**config.mk**
```make
export PLATFORM = sky130hd
export DESIGN_NAME = fps_front
export DESIGN_NICKNAME = d
export VERILOG_FILES = /design/src/design/fps_pkg.sv /design/src/design/fps_front.sv
export SDC_FILE = /design/constraint.sdc
export NUM_CORES = 1
export LEC_CHECK = 0
export ABC_CLOCK_PERIOD_IN_PS = 6590
export BUFFER_PORTS_ARGS = -buffer_cell sky130_fd_sc_hd__buf_4
export CAP_MARGIN = 20
export CORE_AREA = 2 2 86 88
export CTS_BUF_LIST = sky130_fd_sc_hd__clkbuf_4 sky130_fd_sc_hd__clkbuf_8
export CTS_CLUSTER_DIAMETER = 40
export DETAILED_ROUTE_END_ITERATION = 10
export DIE_AREA = 0 0 88 90
export GPL_ROUTABILITY_DRIVEN = 1
export PLACE_DENSITY_LB_ADDON = 0.2
export SLEW_MARGIN = 40
export SYNTH_ARGS = -nofsm -noshare
export SYNTH_HDL_FRONTEND = slang
export SYNTH_SLANG_ARGS = --single-unit
```
**constraint.sdc**
```tcl
create_clock -name i_clk -period 6.59 [get_ports i_clk]
set_input_delay 1.318 -clock i_clk [delete_from_list [all_inputs] [get_ports i_clk]]
set_output_delay 1.318 -clock i_clk [all_outputs]
set_load 0.02 [all_outputs]
```
**src/design/fps_pkg.sv**
```systemverilog
// shared types and constants of the five-point sharpening stencil
// used by every module of the block but fps_ram; no dependencies
package fps_pkg;

    // geometry and number formats
    localparam int MAX_WIDTH       = 1024;
    localparam int COL_BITS        = $clog2(MAX_WIDTH);
    localparam int PIXEL_BITS      = 16;
    localparam int GAIN_BITS       = 16;
    localparam int GAIN_FRAC       = 12;
    localparam int WIDTH_REG_BITS  = 11;
    localparam int HEIGHT_REG_BITS = 13;
    localparam int ROW_BITS        = HEIGHT_REG_BITS + 1;

    // datapath widths
    localparam int SUM_BITS  = PIXEL_BITS + 2;
    localparam int PC_BITS   = PIXEL_BITS + GAIN_BITS;
    localparam int PE_BITS   = SUM_BITS + GAIN_BITS;
    localparam int ACC_BITS  = PE_BITS + 1;
    localparam int RES_BITS  = ACC_BITS - GAIN_FRAC;

    // queue between front and back
    localparam int QUEUE_DEPTH = 4;
    localparam int QPTR_BITS   = $clog2(QUEUE_DEPTH);

    // configuration port
    localparam int CFG_IDX_BITS  = 2;
    localparam int CFG_DATA_BITS = 16;

    typedef enum logic [CFG_IDX_BITS-1:0] {
        CFG_FRAME_WIDTH  = 2'd0,
        CFG_FRAME_HEIGHT = 2'd1,
        CFG_CENTER_GAIN  = 2'd2,
        CFG_EDGE_GAIN    = 2'd3
    } t_cfg_idx;

    // stream mode codes
    localparam logic MODE_PIXEL = 1'b0;
    localparam logic MODE_FLUSH = 1'b1;

    // reset values of the registers
    localparam logic [WIDTH_REG_BITS-1:0]  RST_FRAME_WIDTH  = 11'd640;
    localparam logic [HEIGHT_REG_BITS-1:0] RST_FRAME_HEIGHT = 13'd480;
    localparam logic signed [GAIN_BITS-1:0] RST_CENTER_GAIN = 16'sd20480;
    localparam logic signed [GAIN_BITS-1:0] RST_EDGE_GAIN   = -16'sd4096;

    // one classified stencil step, front to back
    typedef struct packed {
        logic signed [PIXEL_BITS-1:0] pixel;
        logic [COL_BITS-1:0]          col;
        logic                         produce;
        logic                         up_edge;
        logic                         down_edge;
        logic                         left_edge;
        logic                         right_edge;
        logic                         eof;
    } t_item;

endpackage

```
**src/design/fps_front.sv**
```systemverilog
// front end: accepts stream words, drops early flushes, tracks raster position
// and output position, and tags each step with its edge flags; depends on fps_pkg
module fps_front (
    input  logic                                  i_clk,
    input  logic                                  i_rst_n,
    input  logic                                  i_restart,
    input  logic [fps_pkg::WIDTH_REG_BITS-1:0]    i_frame_width,
    input  logic [fps_pkg::HEIGHT_REG_BITS-1:0]   i_frame_height,
    input  logic                                  i_valid,
    output logic                                  o_ready,
    input  logic                                  i_mode,
    input  logic signed [fps_pkg::PIXEL_BITS-1:0] i_pixel,
    input  logic                                  i_full,
    output logic                                  o_push,
    output fps_pkg::t_item                        o_item
);
    import fps_pkg::*;

    logic [COL_BITS-1:0]        r_col, n_col;
    logic [ROW_BITS-1:0]        r_row, n_row;
    logic [COL_BITS-1:0]        r_ox, n_ox;
    logic [HEIGHT_REG_BITS-1:0] r_oy, n_oy;

    logic [WIDTH_REG_BITS-1:0]  w_eff;
    logic [HEIGHT_REG_BITS-1:0] h_eff;
    logic [COL_BITS-1:0]        w_last;
    logic [HEIGHT_REG_BITS-1:0] h_last;
    logic                       draining;
    logic                       accept;
    logic                       step;
    logic                       produce;
    logic                       up_edge, down_edge, left_edge, right_edge;
    logic                       eof;

    // effective geometry: width clamped to 1..MAX_WIDTH, height at least 1
    always_comb begin
        w_eff = i_frame_width;
        if (i_frame_width == '0) begin
            w_eff = WIDTH_REG_BITS'(1);
        end else if (i_frame_width > WIDTH_REG_BITS'(MAX_WIDTH)) begin
            w_eff = WIDTH_REG_BITS'(MAX_WIDTH);
        end
        h_eff = (i_frame_height == '0) ? HEIGHT_REG_BITS'(1) : i_frame_height;
    end

    assign w_last = COL_BITS'(w_eff - 1'b1);
    assign h_last = h_eff - 1'b1;

    // classification of the incoming word
    assign o_ready  = !i_full;
    assign accept   = i_valid && o_ready;
    assign draining = (r_row >= ROW_BITS'(h_eff));
    assign step     = accept && (draining || (i_mode == MODE_PIXEL));

    // a result is due once one row and one pixel have gone in
    assign produce    = (r_row > ROW_BITS'(1)) || ((r_row == ROW_BITS'(1)) && (r_col != '0));
    assign up_edge    = (r_oy == '0);
    assign down_edge  = (r_oy == h_last);
    assign left_edge  = (r_ox == '0);
    assign right_edge = (r_ox == w_last);
    assign eof        = produce && down_edge && right_edge;

    assign o_push            = step;
    assign o_item.pixel      = draining ? '0 : i_pixel;
    assign o_item.col        = r_col;
    assign o_item.produce    = produce;
    assign o_item.up_edge    = up_edge;
    assign o_item.down_edge  = down_edge;
    assign o_item.left_edge  = left_edge;
    assign o_item.right_edge = right_edge;
    assign o_item.eof        = eof;

    // raster and output position counters
    always_comb begin
        n_col = r_col;
        n_row = r_row;
        n_ox  = r_ox;
        n_oy  = r_oy;
        if (i_restart || (step && eof)) begin
            n_col = '0;
            n_row = '0;
            n_ox  = '0;
            n_oy  = '0;
        end else if (step) begin
            if (produce) begin
                if (right_edge) begin
                    n_ox = '0;
                    n_oy = r_oy + 1'b1;
                end else begin
                    n_ox = r_ox + 1'b1;
                end
            end
            if (r_col == w_last) begin
                n_col = '0;
                n_row = r_row + 1'b1;
            end else begin
                n_col = r_col + 1'b1;
            end
        end
    end

    always_ff @(posedge i_clk) begin
        if (!i_rst_n) begin
            r_col <= '0;
            r_row <= '0;
            r_ox  <= '0;
            r_oy  <= '0;
        end else begin
            r_col <= n_col;
            r_row <= n_row;
            r_ox  <= n_ox;
            r_oy  <= n_oy;
        end
    end

endmodule

```
# Word level (Yosys, flattened, before mapping)
# Cells that the tools add are included.
# totals
reg_bits	47
inputBits	46
out_inout_bits	34
# classes
n_addsub	6
n_lt_le_gt_ge	3
n_eq_ne	4
n_mux	6
bitwise_logic	2
n_reduce_logical	19
# op_table
operator	count
two-way mux 10 bit	4
logical NOT 13 bit	2
adder 10 x 1 -> 10 bit, second input constant	2
equality test 10 bit	2
two-way mux 16 bit	1
adder 14 x 1 -> 14 bit, second input constant	1
equality test 14 x 1 -> 1 bit, second input constant	1
>= comparator 14 x 13 -> 1 bit	1
> comparator 14 x 1 -> 1 bit, second input constant	1
adder 13 x 1 -> 13 bit, second input constant	1
equality test 13 bit	1
two-way mux 13 bit	1
subtractor 13 x 1 -> 13 bit, second input constant	1
> comparator 11 bit, second input constant	1
logical NOT 11 bit	1
logical NOT 10 bit	1
nonzero test 10 bit	1
subtractor 10 x 1 -> 10 bit, second input constant	1
logical AND 1 bit	6
AND reduction 2 bit	2
logical OR 1 bit	3
AND reduction 3 bit	1
inverter 1 bit	2
OR reduction 2 bit	1
logical NOT 1 bit	1

# Longest topological paths before layout
# Gate-level depths: netlist of the first run.
# logic_depth
depth_word	9
depth_mapped	16
depth_no_buf	14

# Worst setup path after synthesis of the first run
# OpenSTA, ideal clock, no wires.
# synth_timing
path_kind	input port to output port
start	input i_frame_width[5] (netlist name)
end	output o_item[0] (netlist name)
arrival_ns	4.033
path_slack_ns	1.239
cell_stages	14
path_cell_list	buf_4 or4_4 nor3_2 o21ai_2 ha_1 xnor2_1 a31oi_1 o2111a_1 o2111ai_1 nor4b_1 nand3b_1 inv_1 and3_1 buf_4
# synth_via
elab_chain_cells	6
# synth_rtl
item	line_no	text
start: declaration	fps_front.sv:7	input logic [fps_pkg::WIDTH_REG_BITS-1:0] i_frame_width,
> comparator 11 bit	fps_front.sv:40	end else if (i_frame_width > WIDTH_REG_BITS'(MAX_WIDTH)) begin
two-way mux 10 bit	fps_front.sv:40	
two-way mux 10 bit (*)	fps_front.sv:38	if (i_frame_width == '0) begin
subtractor 10 x 1 -> 10 bit (*)	fps_front.sv:46	assign w_last = COL_BITS'(w_eff - 1'b1);
equality test 10 bit (*)	fps_front.sv:60	assign right_edge = (r_ox == w_last);
named net right_edge	fps_front.sv:32	logic up_edge, down_edge, left_edge, right_edge;
logical AND 1 bit (*)	fps_front.sv:61	assign eof = produce && down_edge && right_edge;
end: declaration	fps_front.sv:15	output fps_pkg::t_item o_item
# The timed path passes the listed nets; every way through them passes the cells marked *.

==> qor.yml, run 1 <==
cp-start-kind: "input pin"
dr_total_vias: 4372
synthMostInstantiatedCell: "dfxtp_1"
post_cts_buffers: 0
power_mw: 0.6138
irDropWorstVdd_mv: 0.1035
die_area_um2: 7920
drv_cap: 0
grt_pass1_vias: 4065
place_ws_ps: 918.2
grt-ovfl-total: 0
cts_buffers: 5
synth_top_area_share_pct: 21.70
pwr-share-seq_pct: 46.3
drt_iter0_markers: 170
yosys_register_bits: 47
maxSlewHeadroom_pct: 53.10
initial_utilization_pct: 61.77
synth_area_leader_cell: "dfxtp_1"
worstPathCellList: "buf_4, or4_4, nor3_2, o21ai_2, ha_1, xnor2_1, a31oi_1, o2111a_1, o2111ai_1, nor4b_1, nand3b_1, inv_1, and3_1, buf_4"
drive_gt1_share_pct: 19.32
layout_min_cycle_time_ps: 5703
grt_max_degree: 23
combPwrFrac_pct: 21.5
synth_warnings: 0
gp_congestion: 0.9380
end_kind: "primary output"
report.final.slew_viol_count: 0
worst_skew_pair.late_latency_ps: 300
pwr-share-clk_pct: 32.3
cts_tree: "built"
holdBufCountCts: 0
hp-class: "reg -> reg"
fin_cells: 715
crit_top_cell: "buf_4"
synth.distinct_cells: 71
route.detailed.drc: 0
viasPerCell: 6.115
io_pins: 80
power.switching_mw: 0.1713
syn-num-nets: 630
rsz0062_at_grt: "no"
cpMaxStageDelayCell: "or4_4"
finClkSkew_ps: 7.153
h-tree-depth: 2
critPathRequiredTime_ps: 5270
fin_ws_ps: 887.4
syn_inst: 560
pwr_density_cell_nw_per_um2: 122.2
grt_pass1_wl_um: 19680
max_stage_delay_ps: 550
fill_cells: 594
cts_num_sinks: 47
max_freq_mhz: 175.4
dp_hpwl_um: 9317
clockBufferDepth: 2
diodes: 0
intPower_mw: 0.4426
static-leakage-power_nw: 1.998
whs_ps: 497.8
syn_area_per_cell_um2: 7.744
area_delta_synth_final_pct: 15.81
period_share_pct: 86.53
tightest_slew_ps: 699.7
wire_per_inst_um: 16.49
post_cts_resized: 0
totalWireLength_um: 11790
ant_nets: 0
cp_max_fo: 13
syn_area_um2: 4337
place_area_um2: 4913
row_count: 31
switching_share_pct: 27.90
cts-root-buf: "clkbuf_8"
dieHeight_um: 90
yosys-top-cells-count: "47 x dfxtp_1, 40 x nor2_1, 34 x inv_1, 34 x nand2_1, 25 x xnor2_1"
final.setup.tns_ps: 0
finalHoldViolCount: 0
nets: 685
worstPathArrival_ps: 4380
setup_viol: 0
status: "completed"
clk_pin_slew_ps: 80
fin_area_um2: 5022
fp.dieW_um: 88
firstDrtPassIters: 4
synth_edf_count: 0
synth_ff_type: "dfxtp_1"
synth_seq_area_share_pct: 21.70
core-area_um2: 7020
grt.total_usage_pct: 30.48
antenna_found_initial: 0
synthArstFlopShare_pct: 0
path_class: "in -> out"
dp.cells: 707
synthTopCellsByArea: "dfxtp_1 22%, ha_1 6.9%, xnor2_1 5.0%"
portBuffers: 79
fin_util_pct: 71.54
[final cells by class]
type	count	area [µm²]	area share, %
Clock buffer	8	103.9	2.068
Inverter	35	131.4	2.616
Multi-Input combinational cell	444	3107	61.86
Sequential cell	47	940.9	18.73
Tap cell	99	123.9	2.466
Timing Repair Buffer	82	615.6	12.26
[worst max-delay path, delay by kind of cell]
kind,cells,cell delay [ps]
and+or+nand+nor,5,1550
AOI/OAI and AO/OA,4,590
buffers and inverters,3,410
adders and majority gates,1,360
xor gates and xnor gates,1,130
[power by group through the flow]
stage	Clock (mW)	Sequential, mW	Combinational (mW)
2_1_floorplan	0	0.291	0.0775
3_3_place_gp	0	0.291	0.127
3_5_place_dp	0	0.291	0.129
4_1_cts	0.199	0.284	0.130
5_1_grt	0.209	0.284	0.143
6_report	0.198	0.284	0.132
[state kept, by name (all words and copies together), names as in the netlist]
name / cells
r_row: 14
r_col: 10
r_oy: 13
r_ox: 10
[placed cells by master, fill, tap and decap left out, types with 15 or more instances in the layout]
| master | Yosys | final |
|---|---|---|
| nand3_1 | 23 | 23 |
| inv_1 | 34 | 34 |
| ha_1 | 24 | 24 |
| a22o_1 | 15 | 15 |
| a21oi_1 | 20 | 20 |
| xnor2_1 | 25 | 25 |
| nand4_1 | 19 | 19 |
| and3_1 | 17 | 17 |
| nor3_1 | 24 | 24 |
| nor2_1 | 40 | 40 |
| and2_1 | 23 | 23 |
| buf_4 | 8 | 82 |
| xor2_1 | 21 | 21 |
| nand2_1 | 34 | 34 |
| o21ai_0 | 23 | 22 |
| dfxtp_1 | 47 | 47 |
| nor4_1 | 19 | 19 |
[path summary, 6_finish.rpt]
kind	from	end	slack [ps]	depth (start not counted)
max	i_frame_width[4]	o_item[0]	890	14
min	r_col[0]$_SDFFE_PP0P_	r_col[0]$_SDFFE_PP0P_	500	2
max reg2reg	r_row[0]$_SDFFE_PP0P_	r_row[4]$_SDFFE_PP0P_	3440	10
min reg2reg	r_col[0]$_SDFFE_PP0P_	r_col[0]$_SDFFE_PP0P_	500	2
[cells by family (layout without fill, tap and decap cells)]
kind of cell    Yosys count  after routing  share of synthesized area (%)
compound gates          102            102                          16.94
xor+xnor                 48             48                          10.21
mux                      13             13                          3.087
simple gates            257            257                          34.36
buf+inv                  69            125                          6.780
flops                    47             47                          21.70
fa+ha+maj                24             24                          6.924
[per-layer routing]
metal | GRT usage (%) | vias to the layer above | routed length, µm
met1 | 40.50 | 2040 | 4943
li1 | - | 2145 | -
met3 | 3.857 | 27 | 708
met4 | 11.41 | 0 | 302
met5 | 0 | - | 0
met2 | 49.81 | 160 | 5836
(Power assumes the default switching activity.)
==> run 2: changes to the inputs <==
CORE_AREA = 2 2 102 104   (was 2 2 86 88)
DIE_AREA = 0 0 104 106   (was 0 0 88 90)
PLACE_DENSITY = 0.69   (was default)
PLACE_DENSITY_LB_ADDON = default   (was 0.2)
SKIP_LAST_GASP = 1   (was default)
==> qor.yml, run 2 (synthesized netlist as in run 1, its figures left out) <==
worst_skew_pair.late_latency_ps: 300  # about the same
totalWireLength_um: 11880  # +0.75%
layout_common_cells: "82 x buf_4, 47 x dfxtp_1, 40 x nor2_1"
dieHeight_um: 106  # +18%
clk_pin_slew_ps: 90  # about the same
layout_min_cycle_time_ps: 5699  # -3.956 ps
area_delta_synth_final_pct: 16.13
grt_pass1_vias: 3998  # -1.6%
tightest_slew_ps: 775.4  # +75.65 ps
dp.cells: 744  # +5.2%
setup_viol: 0  # unchanged
maxSlewHeadroom_pct: 48.20  # -4.9 points
critPathRequiredTime_ps: 5270  # about the same
dr_total_vias: 4307  # -1.5%
crit_top_cell: "buf_4"
finClkSkew_ps: 9.715  # +2.562 ps
firstDrtPassIters: 4  # unchanged
drt_iter0_markers: 213  # +25%
h-tree-depth: 2  # unchanged
cpMaxStageDelayCell: "or4_4"
gp_congestion: 0.8792  # -6.3%
antenna_found_initial: 0  # unchanged
io_pins: 80  # unchanged
whs_ps: 495.5  # -2.374 ps
final_common_cell: "buf_4"
cp_max_fo: 13  # unchanged
drive_gt1_share_pct: 18.89  # -0.43 points
core-area_um2: 10000  # +42%
irDropWorstVdd_mv: 0.08960  # -13%
grt-ovfl-total: 0  # unchanged
static-leakage-power_nw: 1.982  # -0.79%
finalHoldViolCount: 0  # unchanged
portBuffers: 79  # unchanged
status: "completed"
post_cts_buffers: 0  # unchanged
nets: 685  # unchanged
wire_per_inst_um: 15.84  # -4.0%
cts-root-buf: "clkbuf_8"
hp-class: "reg -> reg"
holdBufCountCts: 0  # unchanged
report.final.slew_viol_count: 0  # unchanged
worstPathArrival_ps: 4380  # about the same
max_freq_mhz: 175.5  # about the same
fp.dieW_um: 104  # +18%
grt_pass1_wl_um: 19670  # about the same
ant_nets: 0  # unchanged
path_class: "in -> out"
fin_cells: 750  # +4.9%
cts_num_sinks: 47  # unchanged
regMostFlops: "r_row"
viasPerCell: 5.743  # -6.1%
hold_depth: 2  # unchanged
grt.total_usage_pct: 21.46  # -9.0 points
period_share_pct: 86.47  # about the same
clockBufferDepth: 2  # unchanged
worstPathCellList: "buf_4, or4_4, nor3_2, o21ai_2, ha_1, xnor2_1, a31oi_1, o2111a_1, o2111ai_1, nor4b_1, nand3b_1, inv_1, and3_1, buf_4"
reg2reg_depth: 10  # unchanged
final.setup.tns_ps: 0  # unchanged
initial_utilization_pct: 43.37  # -18 points
largest_reg_flops: 14  # unchanged
grt_max_degree: 23  # unchanged
route.detailed.drc: 0  # unchanged
cts_tree: "built"
cp-start-kind: "input pin"
cts_buffers: 5  # unchanged
diodes: 0  # unchanged
row_count: 37  # +19%
reg_top3: "r_row x14, r_oy x13"
pwr_density_cell_nw_per_um2: 116.3  # -4.8%
max_stage_delay_ps: 550  # about the same
rsz0062_at_grt: "no"
die_area_um2: 11020  # +39%
end_kind: "primary output"
drv_cap: 0  # unchanged
post_cts_resized: 0  # unchanged
dp_hpwl_um: 9483  # +1.8%
==> run 2: cell type report <==
class                           instances  area, µm²
Timing Repair Buffer                   82      615.6
Multi-Input combinational cell        444       3102
Fill cell                            1038       4964
Tap cell                              136      170.2
Sequential cell                        47      940.9
Clock buffer                            6      76.32
Inverter                               35      131.4
==> run 2: final timing paths <==
path                                       startpoint                     to  slack, ps
worst max-delay path                 i_frame_width[4]              o_item[0]        890
worst min-delay path            r_col[0]$_SDFFE_PP0P_  r_col[0]$_SDFFE_PP0P_        500
worst max register to register  r_row[0]$_SDFFE_PP0P_  r_row[6]$_SDFFE_PP0P_       3420
worst min register to register  r_col[0]$_SDFFE_PP0P_  r_col[0]$_SDFFE_PP0P_        500
==> run 2: critical path, delay by kind of cell <==
family / cells / cell delay [ps]
compound gates: 4 / 570
simple gates: 5 / 1550
buf+inv: 3 / 430
xor+xnor: 1 / 140
fa+ha+maj: 1 / 360
==> run 2: where the power goes <==
part           switching (mW)  leakage (nW)  total [mW]  internal, mW
combinational          0.0714          1.56       0.130        0.0585
clock                  0.0969        0.0406       0.172        0.0752
sequential           0.000131         0.378       0.284         0.284
total                   0.168          1.98       0.586         0.417
==> run 2: layer usage <==
| layer | part of all wire, % | global-route usage (%) |
|---|---|---|
| met4 | 3.1 | 8.977 |
| met5 | 0 | 0 |
| met3 | 4.9 | 3.066 |
| met2 | 48 | 36.98 |
| met1 | 44 | 26.85 |
==> run 2: stage by stage <==
stage / utilization, % / power, mW / area (µm²) / setup WS [ps]
2_1_floorplan: - / 0.3683 / 4337 / 1239
3_3_place_gp: 49.60 / 0.4186 / 4960 / 941.5
3_5_place_dp: 49.60 / 0.4198 / 4960 / 891.0
4_1_cts: 50.36 / 0.5871 / 5036 / 878.5
5_1_grt: 50.36 / 0.6085 / 5036 / 626.3
6_report: 50.36 / 0.5859 / 5036 / 891.4
