### config.mk
export PLATFORM = sky130hd
export DESIGN_NAME = fps_queue
export DESIGN_NICKNAME = d
export VERILOG_FILES = /design/src/design/fps_pkg.sv /design/src/design/fps_queue.sv
export SDC_FILE = /design/constraint.sdc
export NUM_CORES = 1
export LEC_CHECK = 0
export ABC_AREA = 1
export BUFFER_PORTS_ARGS = -buffer_cell sky130_fd_sc_hd__buf_2
export CAP_MARGIN = 20
export CORE_ASPECT_RATIO = 2
export CORE_MARGIN = 2
export CORE_UTILIZATION = 57
export CTS_BUF_LIST = sky130_fd_sc_hd__clkbuf_4
export DETAILED_ROUTE_END_ITERATION = 12
export PLACE_DENSITY = 0.76
export SLEW_MARGIN = 10
export SYNTH_ARGS = -nofsm -noshare
export SYNTH_HDL_FRONTEND = slang
export SYNTH_SLANG_ARGS = --single-unit
### constraint.sdc
create_clock -name i_clk -period 4.9 [get_ports i_clk]
set_input_delay 0.245 -clock i_clk [delete_from_list [all_inputs] [get_ports i_clk]]
set_output_delay 0.245 -clock i_clk [all_outputs]
set_load 0.01 [all_outputs]
### src/design/fps_pkg.sv
// shared types and constants of the five-point sharpening stencil
// used by every module of the block but fps_ram; no dependencies
package fps_pkg;

    // geometry and number formats
    localparam int MAX_WIDTH       = 1024;
    localparam int COL_BITS        = $clog2(MAX_WIDTH);
    localparam int PIXEL_BITS      = 16;
    localparam int GAIN_BITS       = 16;
    localparam int GAIN_FRAC       = 12;
    localparam int WIDTH_REG_BITS  = 11;
    localparam int HEIGHT_REG_BITS = 13;
    localparam int ROW_BITS        = HEIGHT_REG_BITS + 1;

    // datapath widths
    localparam int SUM_BITS  = PIXEL_BITS + 2;
    localparam int PC_BITS   = PIXEL_BITS + GAIN_BITS;
    localparam int PE_BITS   = SUM_BITS + GAIN_BITS;
    localparam int ACC_BITS  = PE_BITS + 1;
    localparam int RES_BITS  = ACC_BITS - GAIN_FRAC;

    // queue between front and back
    localparam int QUEUE_DEPTH = 4;
    localparam int QPTR_BITS   = $clog2(QUEUE_DEPTH);

    // configuration port
    localparam int CFG_IDX_BITS  = 2;
    localparam int CFG_DATA_BITS = 16;

    typedef enum logic [CFG_IDX_BITS-1:0] {
        CFG_FRAME_WIDTH  = 2'd0,
        CFG_FRAME_HEIGHT = 2'd1,
        CFG_CENTER_GAIN  = 2'd2,
        CFG_EDGE_GAIN    = 2'd3
    } t_cfg_idx;

    // stream mode codes
    localparam logic MODE_PIXEL = 1'b0;
    localparam logic MODE_FLUSH = 1'b1;

    // reset values of the registers
    localparam logic [WIDTH_REG_BITS-1:0]  RST_FRAME_WIDTH  = 11'd640;
    localparam logic [HEIGHT_REG_BITS-1:0] RST_FRAME_HEIGHT = 13'd480;
    localparam logic signed [GAIN_BITS-1:0] RST_CENTER_GAIN = 16'sd20480;
    localparam logic signed [GAIN_BITS-1:0] RST_EDGE_GAIN   = -16'sd4096;

    // one classified stencil step, front to back
    typedef struct packed {
        logic signed [PIXEL_BITS-1:0] pixel;
        logic [COL_BITS-1:0]          col;
        logic                         produce;
        logic                         up_edge;
        logic                         down_edge;
        logic                         left_edge;
        logic                         right_edge;
        logic                         eof;
    } t_item;

endpackage

### src/design/fps_queue.sv
// small fifo of classified steps between front and back
// depends on fps_pkg
module fps_queue (
    input  logic           i_clk,
    input  logic           i_rst_n,
    input  logic           i_push,
    input  fps_pkg::t_item i_item,
    input  logic           i_pop,
    output fps_pkg::t_item o_head,
    output logic           o_empty,
    output logic           o_full
);
    import fps_pkg::*;

    t_item                r_entry [QUEUE_DEPTH];
    logic [QPTR_BITS-1:0] r_wptr, n_wptr;
    logic [QPTR_BITS-1:0] r_rptr, n_rptr;
    logic [QPTR_BITS:0]   r_count, n_count;

    assign o_empty = (r_count == '0);
    assign o_full  = (r_count == (QPTR_BITS+1)'(QUEUE_DEPTH));
    assign o_head  = r_entry[r_rptr];

    // pointer and fill count update
    always_comb begin
        n_wptr  = r_wptr;
        n_rptr  = r_rptr;
        n_count = r_count;
        if (i_push) begin
            n_wptr = r_wptr + 1'b1;
        end
        if (i_pop) begin
            n_rptr = r_rptr + 1'b1;
        end
        if (i_push && !i_pop) begin
            n_count = r_count + 1'b1;
        end else if (!i_push && i_pop) begin
            n_count = r_count - 1'b1;
        end
    end

    always_ff @(posedge i_clk) begin
        if (!i_rst_n) begin
            r_wptr  <= '0;
            r_rptr  <= '0;
            r_count <= '0;
        end else begin
            r_wptr  <= n_wptr;
            r_rptr  <= n_rptr;
            r_count <= n_count;
        end
    end

    // entry storage
    always_ff @(posedge i_clk) begin
        if (i_push) begin
            r_entry[r_wptr] <= i_item;
        end
    end

endmodule

# After elaboration in Yosys (flattened, before gate mapping)
# Memory sizes are Yosys's and may differ from the RTL's. A register that Yosys moved wholly into a read port is not among the register bits.
# Cells that the tools add are included.
[op_classes]
n_addsub = 4
eq_ne = 1
n_mux = 6
reduce_logical = 6
[op_table]
columns = ["operator", "n"]
rows = [
  ["3-bit two-way mux", 2],
  ["2-bit by 1-bit adder with 2-bit output (second input constant)", 2],
  ["2-bit two-way mux", 2],
  ["3-bit by 1-bit adder with 3-bit output (second input constant)", 1],
  ["3-bit equality test (second input constant)", 1],
  ["3-bit zero test", 1],
  ["3-bit by 1-bit subtractor with 3-bit output (second input constant)", 1],
  ["1-bit logical AND", 2],
  ["1-bit zero test", 2],
  ["1-bit two-way mux", 2],
  ["2-bit nonzero test", 1],
]
[word_totals]
ff_bits = 7
mem_bits_rw = 128
inputBits = 36
out_inout_bits = 34
elab_cells = 21
n_memories = 1
[memory_table]
columns = ["name", "words", "width", "rd", "rd_ports_with_merged_regs", "wr", "line", "text"]
rows = [
  ["r_entry", 4, 32, 1, 1, 1, "fps_queue.sv:15", "t_item r_entry [QUEUE_DEPTH];"],
]

# Depth between registers and ports, before layout
# Gate-level depths: netlist of run 1.
[logic_depth]
ltp_word = 4
mapped_depth = 10

# Worst setup path after synthesis of run 1
# No wires, ideal clock.
[synth_timing]
path_type = "flip-flop to flip-flop"
from = "reg r_wptr[0]"
to = "mem r_entry[2][0] in the netlist's numbering, enable pin"
setup_ps = 387
arrival_time_ps = 1222
t_required_ps = 4513
setup_slack_ps = 3291
stages_incl_launch_ff = 5
synth_period_minus_slack_ps = 1609
path_cell_list = "dfxtp_1 > inv_1 > ha_1 > nand2_1 > inv_1"
[synth_lines]
columns = ["element", "line", "text"]
rows = [
  ["start: declaration", "fps_queue.sv:16", "logic [QPTR_BITS-1:0] r_wptr, n_wptr;"],
  ["start signal: assignment", "fps_queue.sv:48", "r_wptr <= n_wptr;"],
  ["end: declaration", "fps_queue.sv:15", ""],
]
# Straight into the memory's write port.

==> results summary, run 1 <==
The total iterations of the first detailed-routing run is 5. The top cell type's share of synthesized area came out at 73.6%. The initial utilization of the core area, before any placement, comes to roughly three fifths. From synthesis to final layout, the design area changed by 19.9%. STA classifies the critical path endpoint as an output pin. Dividing total power by cell area gives a power density of ~390 mW/mm^2.

Max-cap violations in this run came to 0. After clock tree synthesis, the repair step resized 0 gates. Hold is met by about 0.081 ns. The share of layout cells above drive strength 1 is 21.9%. After layout, the worst path uses 48.4% of the clock period. The final weighted congestion of routability-driven global placement came out at 0.699. Timing would allow up to ~420 MHz.

The synthesized netlist contains 20 unique library cells. The final-report hold violation count was 0. For this run, the number of standard cells in the final layout without fillers is around 590.

Summed over all instances, the cell type with the most area after synthesis is sky130_fd_sc_hd__edfxtp_1. After detailed routing, the number of vias per cell comes to approximately 5.6. The setup path with the least slack is of type flip-flop to output pin. The total vias in the final route is approximately 3300. The warning count from the yosys run came out at 0. Ranked by total cell area, the synthesized netlist is headed by sky130_fd_sc_hd__edfxtp_1, sky130_fd_sc_hd__nor2_1, sky130_fd_sc_hd__o21ai_0. In this run the critical register-to-register path is launched from r_wptr[0]$_SDFFE_PN0P_.

The critical path arrival came out at between 2 and 2.5 ns. Buffers inserted to repair hold after CTS numbered 33. In this run the clock root is driven by a sky130_fd_sc_hd__clkbuf_4. The detail route stage leaves a number of antenna-violating nets equal to 0. The number of buffers on the longest clock path is 2. The largest driver fanout on the critical path came out at 33. The analysis attributes to cell leakage a power of 2.31 nW. The maximum vdd drop is ~0.0003 V. In this run the most critical hold path is launched from i_pop.

The largest net degree at the start of global routing came out at 66. The number of core rows is 49. Clock-pin slew was measured on the worst setup and hold paths at about 0.10 ns. The core region area came out at 0.00895 sq mm. The final layout contains 517 nets.

The final critical path time including I/O delays and setup is roughly 2.4 ns. The horizontal die dimension came out at 71.7 um. The number of antenna violations at the first check in global routing is 1. The average instance area after synthesis came out at 14.2 sq um. The number of max-slew violations in the final report was 0. The number of synthesized register bits is 137. The number of remaining DRC errors came out at 0. The later-pin clock latency in the skew report came out at roughly 0.5 ns. The setup slack of the critical path after layout is between 2 and 3 ns.

The global-route wire length before repair came out at 16.2 mm. The post-CTS setup buffer count came out at 0. In the final routed layout, each cell accounts on average for 17.2 um. The placed cell count came out at 524. After synthesis the cells add up to ~0.0052 sq mm.

The worst clock skew came out at between 0.01 and 0.015 ns. The total CTS buffers came out at 17. The maximum level of the CTS H-tree came out at 4. The count of buffers added on input and output ports is between 60 and 70. The net count after synthesis came out at roughly 400. The DRC marker count from the first detailed-route iteration is between 300 and 400. The run finished with clean final reports. In this run the worst hold path is classified as input port to flip-flop. The die area is approximately 0.010 sq mm. The combined global-route utilization of all metal layers is between 20% and 30%. The worst setup path is launched from a flip-flop. The proportion of synthesized chip area in sequential cells came out at a little under 80%. 70 I/O pins were placed. Data on the critical path is required at its endpoint by approximately 4.7 ns. Setup violations remaining at the end of the flow were counted as 0.

The clock sink count came out at around 140. The total wire length after detailed routing is approximately 10 mm. The via count of the first global-routing pass is roughly 3400.

Global routing finished with a remaining overflow of 0. TritonCTS built the clock tree. The transition time of the tightest slew-check pin is roughly 0.58 ns.

The worst setup slack after placement came out at around 2.7 ns. Synthesis handed over a netlist of 367 instances. The final total negative setup slack is 0 ns. The overall power of the completed layout is about 0.0024 W. The sum of net half-perimeters after detailed placement came out at approximately 5.5 mm.

The floorplan die height came out at ~140 um. The headroom to the max-slew limit is between 60 and 70%. Setup repair after global routing left no endpoint under its margin.
state kept, by name (all words and copies together), names as in the netlist, named ones only:
signal / cells
r_entry: 128
r_count: 3
r_rptr: 2
r_wptr: 2
final timing paths:
path | cells past startpoint | to | slack [ns]
worst min register to register | 1 | r_rptr[1]$_SDFFE_PN0P_ | 0.45
worst max register to register | 5 | r_entry[0][22]$_DFFE_PP_ | 3.40
worst max-delay path | 5 | o_head[5] | 2.53
worst min-delay path | 4 | flip-flop | 0.08
synthesized netlist by cell type:
master,count
sky130_fd_sc_hd__buf_2,6
sky130_fd_sc_hd__buf_4,3
sky130_fd_sc_hd__inv_8,1
sky130_fd_sc_hd__o22ai_1,32
sky130_fd_sc_hd__edfxtp_1,128
sky130_fd_sc_hd__nor2_1,69
sky130_fd_sc_hd__nand2_1,9
sky130_fd_sc_hd__o21ai_1,28
sky130_fd_sc_hd__nand4_1,1
sky130_fd_sc_hd__ha_1,5
sky130_fd_sc_hd__dfxtp_1,9
sky130_fd_sc_hd__nor3_1,2
sky130_fd_sc_hd__inv_1,15
sky130_fd_sc_hd__nand3_1,1
sky130_fd_sc_hd__clkbuf_1,1
sky130_fd_sc_hd__o21ai_0,42
sky130_fd_sc_hd__fa_1,1
sky130_fd_sc_hd__buf_6,9
sky130_fd_sc_hd__a21oi_1,4
sky130_fd_sc_hd__inv_2,1
stage by stage:
step | utilization [%] | area [sq um]
after global placement | 62.3 | 5570
final | 69.9 | 6260
after detailed placement | 62.3 | 5570
after floorplan | - | 5220
after global routing | 69.9 | 6260
after CTS | 69.7 | 6240
layout make-up:
cell class	instances	area, sq um
diodes	1	2.50
clock buffers	17	128
clock inverters	15	206
fillers	634	2690
inverters	17	71.3
multi-input cells	194	967
flip-flops and latches	137	4030
well taps	102	128
repair buffers	108	733
layer usage:
metal / global-route usage (%) / vias to the layer above / share of wire, %
met4: 8.84 / 0 / 1.2
li1: - / 1590 / -
met3: 5.58 / 9 / 6.9
met5: 0 / - / 0
met2: 38.1 / 123 / 56
met1: 24.7 / 1593 / 35
placed cells by master (no fill, tap or decap):
cell type,count
sky130_fd_sc_hd__nand3_1,1
sky130_fd_sc_hd__dfxtp_1,8
sky130_fd_sc_hd__clkbuf_4,17
sky130_fd_sc_hd__nor2_1,69
sky130_fd_sc_hd__bufinv_16,5
sky130_fd_sc_hd__fa_1,1
sky130_fd_sc_hd__ha_1,5
sky130_fd_sc_hd__buf_12,1
sky130_fd_sc_hd__inv_8,1
sky130_fd_sc_hd__inv_1,15
sky130_fd_sc_hd__clkinv_1,3
sky130_fd_sc_hd__buf_4,5
sky130_fd_sc_hd__inv_2,1
sky130_fd_sc_hd__buf_2,69
sky130_fd_sc_hd__clkinvlp_4,1
sky130_fd_sc_hd__o22ai_1,32
sky130_fd_sc_hd__nor3_1,2
sky130_fd_sc_hd__nand2_1,9
sky130_fd_sc_hd__a21oi_1,4
sky130_fd_sc_hd__diode_2,1
sky130_fd_sc_hd__dlygate4sd3_1,33
sky130_fd_sc_hd__clkinv_4,2
sky130_fd_sc_hd__o21ai_0,42
sky130_fd_sc_hd__dfxtp_2,1
sky130_fd_sc_hd__o21ai_1,28
sky130_fd_sc_hd__nand4_1,1
sky130_fd_sc_hd__edfxtp_1,128
sky130_fd_sc_hd__clkinv_2,4
worst max-delay path: stages (launching register included):
cell and delay (ns):
sky130_fd_sc_hd__dfxtp_1 0.31, sky130_fd_sc_hd__buf_4 0.25, sky130_fd_sc_hd__inv_2 0.49, sky130_fd_sc_hd__o21ai_1 0.20, sky130_fd_sc_hd__o22ai_1 0.20, sky130_fd_sc_hd__buf_2 0.17
cells by family (layout without fill, tap and decap cells):
group           after synthesis  in the layout  share of synthesized area [%]
compound gates              106            106                           10.9
fa+ha+maj                     6              6                           1.58
buf+inv                      36            157                           4.39
flops                       137            137                           77.1
other cells                   0              1                              0
simple gates                 82             82                           6.02
where the power goes:
part / switching [W] / total (W) / internal (W)
combinational: 0.000156 / 0.000254 / 0.0000981
sequential: 0.0000185 / 0.00135 / 0.00133
clock: 0.000370 / 0.000819 / 0.000449
total: 0.000544 / 0.00242 / 0.00188
Power figures use the tool's default switching activity.
==> run 2, diff against run 1 <==
--- a/config.mk
+++ b/config.mk
@@ -10,10 +10,10 @@
 export CAP_MARGIN = 20
 export CORE_ASPECT_RATIO = 2
 export CORE_MARGIN = 2
-export CORE_UTILIZATION = 57
+export CORE_UTILIZATION = 53
 export CTS_BUF_LIST = sky130_fd_sc_hd__clkbuf_4
 export DETAILED_ROUTE_END_ITERATION = 12
-export PLACE_DENSITY = 0.76
+export PLACE_DENSITY = 0.74
 export SLEW_MARGIN = 10
 export SYNTH_ARGS = -nofsm -noshare
 export SYNTH_HDL_FRONTEND = slang
==> constraint.sdc (replaced) <==
create_clock -name i_clk -period 2 [get_ports i_clk]
set_input_delay 0.1 -clock i_clk [delete_from_list [all_inputs] [get_ports i_clk]]
set_output_delay 0.1 -clock i_clk [all_outputs]
set_load 0.01 [all_outputs]
==> run 2 against run 1 <==
Effect of this change:
- final cell count grew 6.1%
- final area is 2.2% higher
- register-to-register slack got worse by 2.8 ns
- clock power increased to 2.6 times the previous value
- utilization down 3.5 points
- hold slack improved by 0.25 ns
- first-iteration DRC count is 0.33% higher
- critical path depth is 1 lower
- power rose to 2.5 times the previous value
- global-route usage decreased by 0.90 points
- flip-flop and latch count unchanged
- clock skew rose by 0.0020 ns
- largest cell class unchanged
- highest routed layer unchanged
==> results summary, run 2 (synthesized netlist as in run 1, its figures left out) <==
The number of max-slew violations in the final report is 0. The number of buffers on the longest clock path is 2. Relative to the synthesized area, the layout overhead comes to 22.6%. The number of remaining DRC errors is 0. Setup repair after global routing could not meet its margin everywhere. Dividing the detail-routed via count by the number of cells gives about 5.4. By startpoint and endpoint, the worst setup path is classified as flip-flop to output pin. The length in cells of the worst reg-to-reg path came out at 5.

The reg-to-reg setup timing slack is 0.64 ns. The horizontal die dimension came out at roughly 74 um. The cell-internal power came out at between 0.004 and 0.005 W. The total overflow reported by the global router is 0.

The maximum level of the CTS H-tree is 4. The layout filler cell count came out at 708. The data required time at the worst endpoint is around 1.9 ns.

The sum of net half-perimeters after detailed placement is ~6.1 mm. The final-report hold violation count came to 0. The number of nets still failing antenna checks after routing came out at 0.

The endpoint identified for the worst register-to-register timing path is r_entry[1][21]$_DFFE_PP_. The via count of the first global-routing pass came out at ~3300. The largest registers in the layout are r_entry (128), r_count (3). The cell sitting at the root of the clock tree is a sky130_fd_sc_hd__clkbuf_4. After detailed routing, the total wire length is 10.3 mm.

The die area came out at approximately 0.011 sq mm. At the pin with the least slew margin, the transition time is 0.359 ns. The clock transition time at the flip-flop clock pins of the worst setup and hold paths is roughly 0.10 ns. Across the run, the number of max-cap violations was 0.

The number of core rows came out at 51. The floorplan die height came out at 144 um. Setup violations remaining at the end of the flow were counted as 0.

In the final design database the tool counted 524 nets. Headroom to the max-slew limit came out at roughly 76%. Of the available clock period, the critical path in the final layout requires a little over nine tenths. Net switching is between 20% and 30% of the power. The analysis attributes to cell leakage a power of about 2.4 nW. The clock sink count came out at roughly 140. The register with the most flip-flops in the layout has 128 of them. The share of layout cells above drive strength 1 came out at between 20% and 30%. The library cell used most frequently in the layout, excluding fill and tap cells, is sky130_fd_sc_hd__edfxtp_1. The total iterations of the first detailed-routing run is 4. The register ranked first by flip-flop count is r_entry.

The first global-routing pass estimated 15.9 mm of wire. The power share of the sequential group is between 50% and 60%. The core region area is approximately 0.0096 sq mm. The setup slack of the critical path after layout is 0.0915 ns.

The top cell types in the final layout, fill and taps aside, are sky130_fd_sc_hd__edfxtp_1, sky130_fd_sc_hd__nor2_1, sky130_fd_sc_hd__buf_2. STA classifies the critical path endpoint as an output pin. The achievable clock frequency came out at 524 MHz. The largest driver fanout on the critical path is 32.

The worst hold path was traced through 2 stages. STA classifies the critical path startpoint as a flip-flop. The run finished with clean final reports. The maximum vdd drop is between 0.0008 and 0.0009 V. The worst min-delay path endpoint is r_entry[1][29]$_DFFE_PP_. In this run, the clock network consumes a little over a third of the power. The final routed wire length divided by cell count is roughly 16 um. The final critical path time including I/O delays and setup is about 1.9 ns. The DRC marker count from the first detailed-route iteration is slightly above 300. The post-CTS setup buffer count came out at 0. The final cell utilization of the core came out at about two thirds. Entering global routing, the biggest net connects 65 pins. In this run the worst hold path is classified as input port to flip-flop.

The count of buffers added on input and output ports is about 70. At the later pin of the worst-skew pair, clock insertion delay measures slightly above 0.5 ns. The final weighted congestion of routability-driven global placement came out at roughly 0.73.

The combined global-route utilization of all metal layers came out at about 21%. The total I/O pin count is 70. In this run, the combinational gates consume 10.6% of the power. Between clock sinks in the finished design, the worst skew comes to 0.0122 ns.

The critical path arrival is 1.81 ns. In this run the power density over the cells is about 950 mW/mm^2. The total vias in the final route came out at approximately 3400.

In this run the most critical hold path is launched from i_item[29]. The total CTS buffers came out at 17. The effective utilization at floorplan came out at approximately 54%.

The number of antenna violations at the first check in global routing is 1. The TritonCTS clock tree is built. The worst setup slack after placement came out at roughly 0.55 ns. The worst register-to-register path begins at r_wptr[1]$_SDFFE_PN0P_. The net switching power of the design came out at 0.00135 W.
[run 2: stage by stage]
stage | instance area, sq um | hold WS (ns) | power (W) | std cells | setup TNS, ns
after global routing | 6400 | 0.299 | 0.00631 | 627 | -0.180
after floorplan | 5220 | 0.199 | 0.00372 | 367 | 0
after global placement | 5680 | 0.309 | 0.00393 | 560 | 0
after CTS | 6390 | 0.288 | 0.00613 | 626 | 0
final | 6400 | 0.335 | 0.00609 | 627 | 0
after detailed placement | 5680 | 0.317 | 0.00396 | 560 | 0
[run 2: power groups by stage]
| stage | Clock (W) | Combinational, W | Sequential, W |
|---|---|---|---|
| finish | 0.00214 | 0.000647 | 0.00331 |
| global route | 0.00228 | 0.000715 | 0.00332 |
| CTS | 0.00218 | 0.000649 | 0.00330 |
| detailed placement | 0 | 0.000591 | 0.00337 |
| global placement | 0 | 0.000572 | 0.00336 |
| floorplan | 0 | 0.000359 | 0.00336 |
[run 2: what timing repair did]
item,4_1_cts,5_1_grt
pin swaps,0,0
gates resized for setup,1,1
setup endpoints to repair,4,7
hold endpoints to repair,137,0
hold buffers,35,0
[run 2: routing by layer]
layer	wire, um	track usage [%]
met5	0	0
met2	5710	36.2
met1	3780	22.0
met4	241	12.0
met3	607	5.44
[run 2: layout make-up]
class / count / area, sq um / share of cell area, %
Sequential cell: 137 / 4030 / 62.9
Clock inverter: 14 / 229 / 3.58
Inverter: 17 / 71.3 / 1.11
Antenna cell: 1 / 2.50 / 0.0391
Timing Repair Buffer: 115 / 811 / 12.7
Multi-Input combinational cell: 194 / 967 / 15.1
Tap cell: 132 / 165 / 2.58
Clock buffer: 17 / 128 / 1.99
[run 2: how the worst max path moves through the flow]
stage	startpoint	end	slack, ns	cells past startpoint
floorplan	r_wptr[0]$_SDFFE_PN0P_	r_entry[2][0]$_DFFE_PP_	0.39	4
global placement	flip-flop	o_head[31]	0.57	4
detailed placement	flip-flop	o_head[31]	0.55	4
CTS	flip-flop	o_head[31]	0.02	5
global route	flip-flop	o_head[22]	-0.04	4
finish	flip-flop	o_head[5]	0.09	4
[run 2: critical path: stages (launching register included)]
cell and delay (ns):
sky130_fd_sc_hd__dfxtp_1 0.35, sky130_fd_sc_hd__buf_4 0.33, sky130_fd_sc_hd__o21ai_0 0.19, sky130_fd_sc_hd__o22ai_1 0.25, sky130_fd_sc_hd__buf_2 0.18
==> run 3, diff against run 2 <==
--- a/config.mk
+++ b/config.mk
@@ -8,9 +8,11 @@
 export ABC_AREA = 1
 export BUFFER_PORTS_ARGS = -buffer_cell sky130_fd_sc_hd__buf_2
 export CAP_MARGIN = 20
+export CELL_PAD_IN_SITES_DETAIL_PLACEMENT = 0
+export CELL_PAD_IN_SITES_GLOBAL_PLACEMENT = 1
 export CORE_ASPECT_RATIO = 2
 export CORE_MARGIN = 2
-export CORE_UTILIZATION = 53
+export CORE_UTILIZATION = 44
 export CTS_BUF_LIST = sky130_fd_sc_hd__clkbuf_4
 export DETAILED_ROUTE_END_ITERATION = 12
 export PLACE_DENSITY = 0.74
==> run 3 against run 2 <==
Effect of this change:
- count of clock-buffer cells in the layout grew 1
- sequential share of layout area grew 0.29 points
- via count shrank 1.4%
- clock power shrank 19%
- highest routed layer unchanged
==> results summary, run 3 (synthesized netlist as in run 1, its figures left out) <==
The number of violations of the max-capacitance limit came out at 0. In this run the worst hold path is classified as input port to flip-flop. For hold timing, the worst endpoint is r_entry[0][9]$_DFFE_PP_. Along the worst hold path, the cell count comes to 2. The final total negative setup slack came out at 0 ns.

The count of endpoints failing setup in the final report came out at 0. The area overhead of the layout relative to synthesis is 22.1%. The cell at the root of the clock tree is sky130_fd_sc_hd__clkbuf_4. Data arrives at the worst endpoint at around 1.8 ns. The final critical path time including I/O delays and setup came out at ~1.9 ns. The length in cells of the worst reg-to-reg path is 5.

The number of remaining DRC errors came out at 0. The largest driver fanout on the critical path came out at 20. The transition time of the tightest slew-check pin came out at around 0.37 ns. The net count reported at finish is ~520. The horizontal die dimension came out at between 80 and 90 um. STA classifies the critical path startpoint as a flip-flop. The final weighted congestion of routability-driven global placement is roughly 0.75.

From bottom edge to top edge, the die measures around 160 um. The register with the most flip-flops in the final layout is r_entry. Entering global routing, the biggest net connects 65 pins. The total wire length after detailed routing is roughly 10 mm. The total I/O pin count came out at 70. The register with the most flip-flops in the layout has ~130 of them.

The worst setup path is captured at an output pin. The global-route wire length before repair came out at 16.4 mm. The DRC marker count from the first detailed-route iteration is 157. The finished layout holds between 600 and 700 standard cells, fillers aside.

The library cell used most frequently in the layout, excluding fill and tap cells, is sky130_fd_sc_hd__edfxtp_1. The achievable clock frequency came out at between 500 and 600 MHz. The number of max-slew violations in the final report came out at 0. The worst clock skew is between 0.008 and 0.009 ns.

The largest registers in the layout are r_entry (128), r_count (3). The number of core rows is 56. The total iterations of the first detailed-routing run came out at 4. The worst register-to-register path ends at r_entry[2][13]$_DFFE_PP_. The total CTS buffers is 17. The origin of the worst min-delay path is i_item[9]. The reg-to-reg setup timing slack came out at a little over 0.6 ns.

The clock transition time at the flip-flop clock pins of the worst setup and hold paths came out at about 0.12 ns. The effective utilization at floorplan is 44.9%. The via count of the first global-routing pass came out at approximately 3400. The later-pin clock latency in the skew report is about 0.51 ns. The total overflow reported by the global router is 0. The number of nets still failing antenna checks after routing came out at 0. The core region area came out at roughly 0.012 sq mm. The number of buffers on the longest clock path is 2. The clock sink count is 137. The floorplan step defined a die boundary enclosing between 0.01 and 0.015 sq mm. The minimum hold slack is approximately 0.33 ns. In the layout the commonest cells are sky130_fd_sc_hd__edfxtp_1, sky130_fd_sc_hd__nor2_1, sky130_fd_sc_hd__buf_2. Setup repair after global routing could not meet its margin everywhere. The sum of net half-perimeters after detailed placement came out at just over 6 mm. The final-report hold violation count is 0.

Global routing used between 10% and 20% of the available tracks. The share of layout cells above drive strength 1 came out at 23.1%. The power density relative to cell area is 892 mW/mm^2. TritonCTS built the clock tree. The startpoint identified for the worst register-to-register timing path is r_wptr[0]$_SDFFE_PN0P_. The final clock period utilization by the worst path is about 93%. The detailed-route vias per instance came out at slightly above 5. The headroom to the max-slew limit is about 76%. The maximum level of the CTS H-tree is 4. The leakage power is between 2 and 2.5 nW. The maximum vdd drop is ~0.00055 V. The flow ran to the end, and the final reports show no timing, DRC or antenna violations. The type of the setup path with the least slack is flip-flop to output pin. The number of antenna violations at the first check in global routing is 1. The data required time at the worst endpoint is around 1.9 ns. The layout filler cell count came out at approximately 1000.

The number of buffer cells added on primary ports is just under 70. The final routed wire length divided by cell count came out at roughly 16 um. The total vias in the final route is roughly 3300. Once placement completed, the tool counted placed cells totaling ~570.
-- run 3: power breakdown --
| part | switching [W] | internal, W |
|---|---|---|
| sequential | 0.0000482 | 0.00326 |
| clock | 0.000973 | 0.000759 |
| combinational | 0.000386 | 0.000261 |
| total | 0.00141 | 0.00428 |
-- run 3: per-stage QoR --
stage / area, sq um / util, % / worst slack (ns) / power, W
finish: 6370 / 54.8 / 0.134 / 0.00569
global route: 6370 / 54.8 / -0.0172 / 0.00593
CTS: 6360 / 54.7 / 0.00167 / 0.00574
detailed placement: 5710 / 49.1 / 0.373 / 0.00397
global placement: 5710 / 49.1 / 0.446 / 0.00395
floorplan: 5220 / - / 0.391 / 0.00372
-- run 3: timing repair --
item | CTS | global route
buffers inserted | 1 | 0
hold endpoints to repair | 137 | 0
endpoints found under the setup margin | 25 | 23
resized for setup | 4 | 3
hold buffers | 35 | 0
-- run 3: layer usage --
layer	vias up	GRT usage [%]	routed length, um
met2	103	32.0	5810
met1	1596	18.4	3910
li1	1598	-	-
met3	21	5.42	487
met4	0	7.83	285
met5	-	0	0
-- run 3: worst max path at each step --
stage,to,slack [ns],cells after the start
after floorplan,r_entry[2][0]$_DFFE_PP_,0.39,4
after global placement,o_head[5],0.45,4
after detailed placement,o_head[6],0.37,4
after CTS,o_head[6],0.002,4
after global routing,o_head[6],-0.02,4
final,o_head[29],0.13,4
-- run 3: cell type report --
cell class	count	area, sq um	area share (%)
Sequential cell	137	4030	63.2
Multi-Input combinational cell	194	967	15.2
Timing Repair Buffer	114	836	13.1
Tap cell	145	181	2.85
Clock inverter	14	150	2.36
Clock buffer	18	135	2.12
Inverter	17	73.8	1.16
Antenna cell	1	2.50	0.0393
-- run 3: worst max-delay path, stage by stage, from the launching register on --
cell	delay (ns)
sky130_fd_sc_hd__dfxtp_4	0.48
sky130_fd_sc_hd__buf_4	0.26
sky130_fd_sc_hd__o21ai_0	0.12
sky130_fd_sc_hd__o22ai_1	0.22
sky130_fd_sc_hd__buf_2	0.17
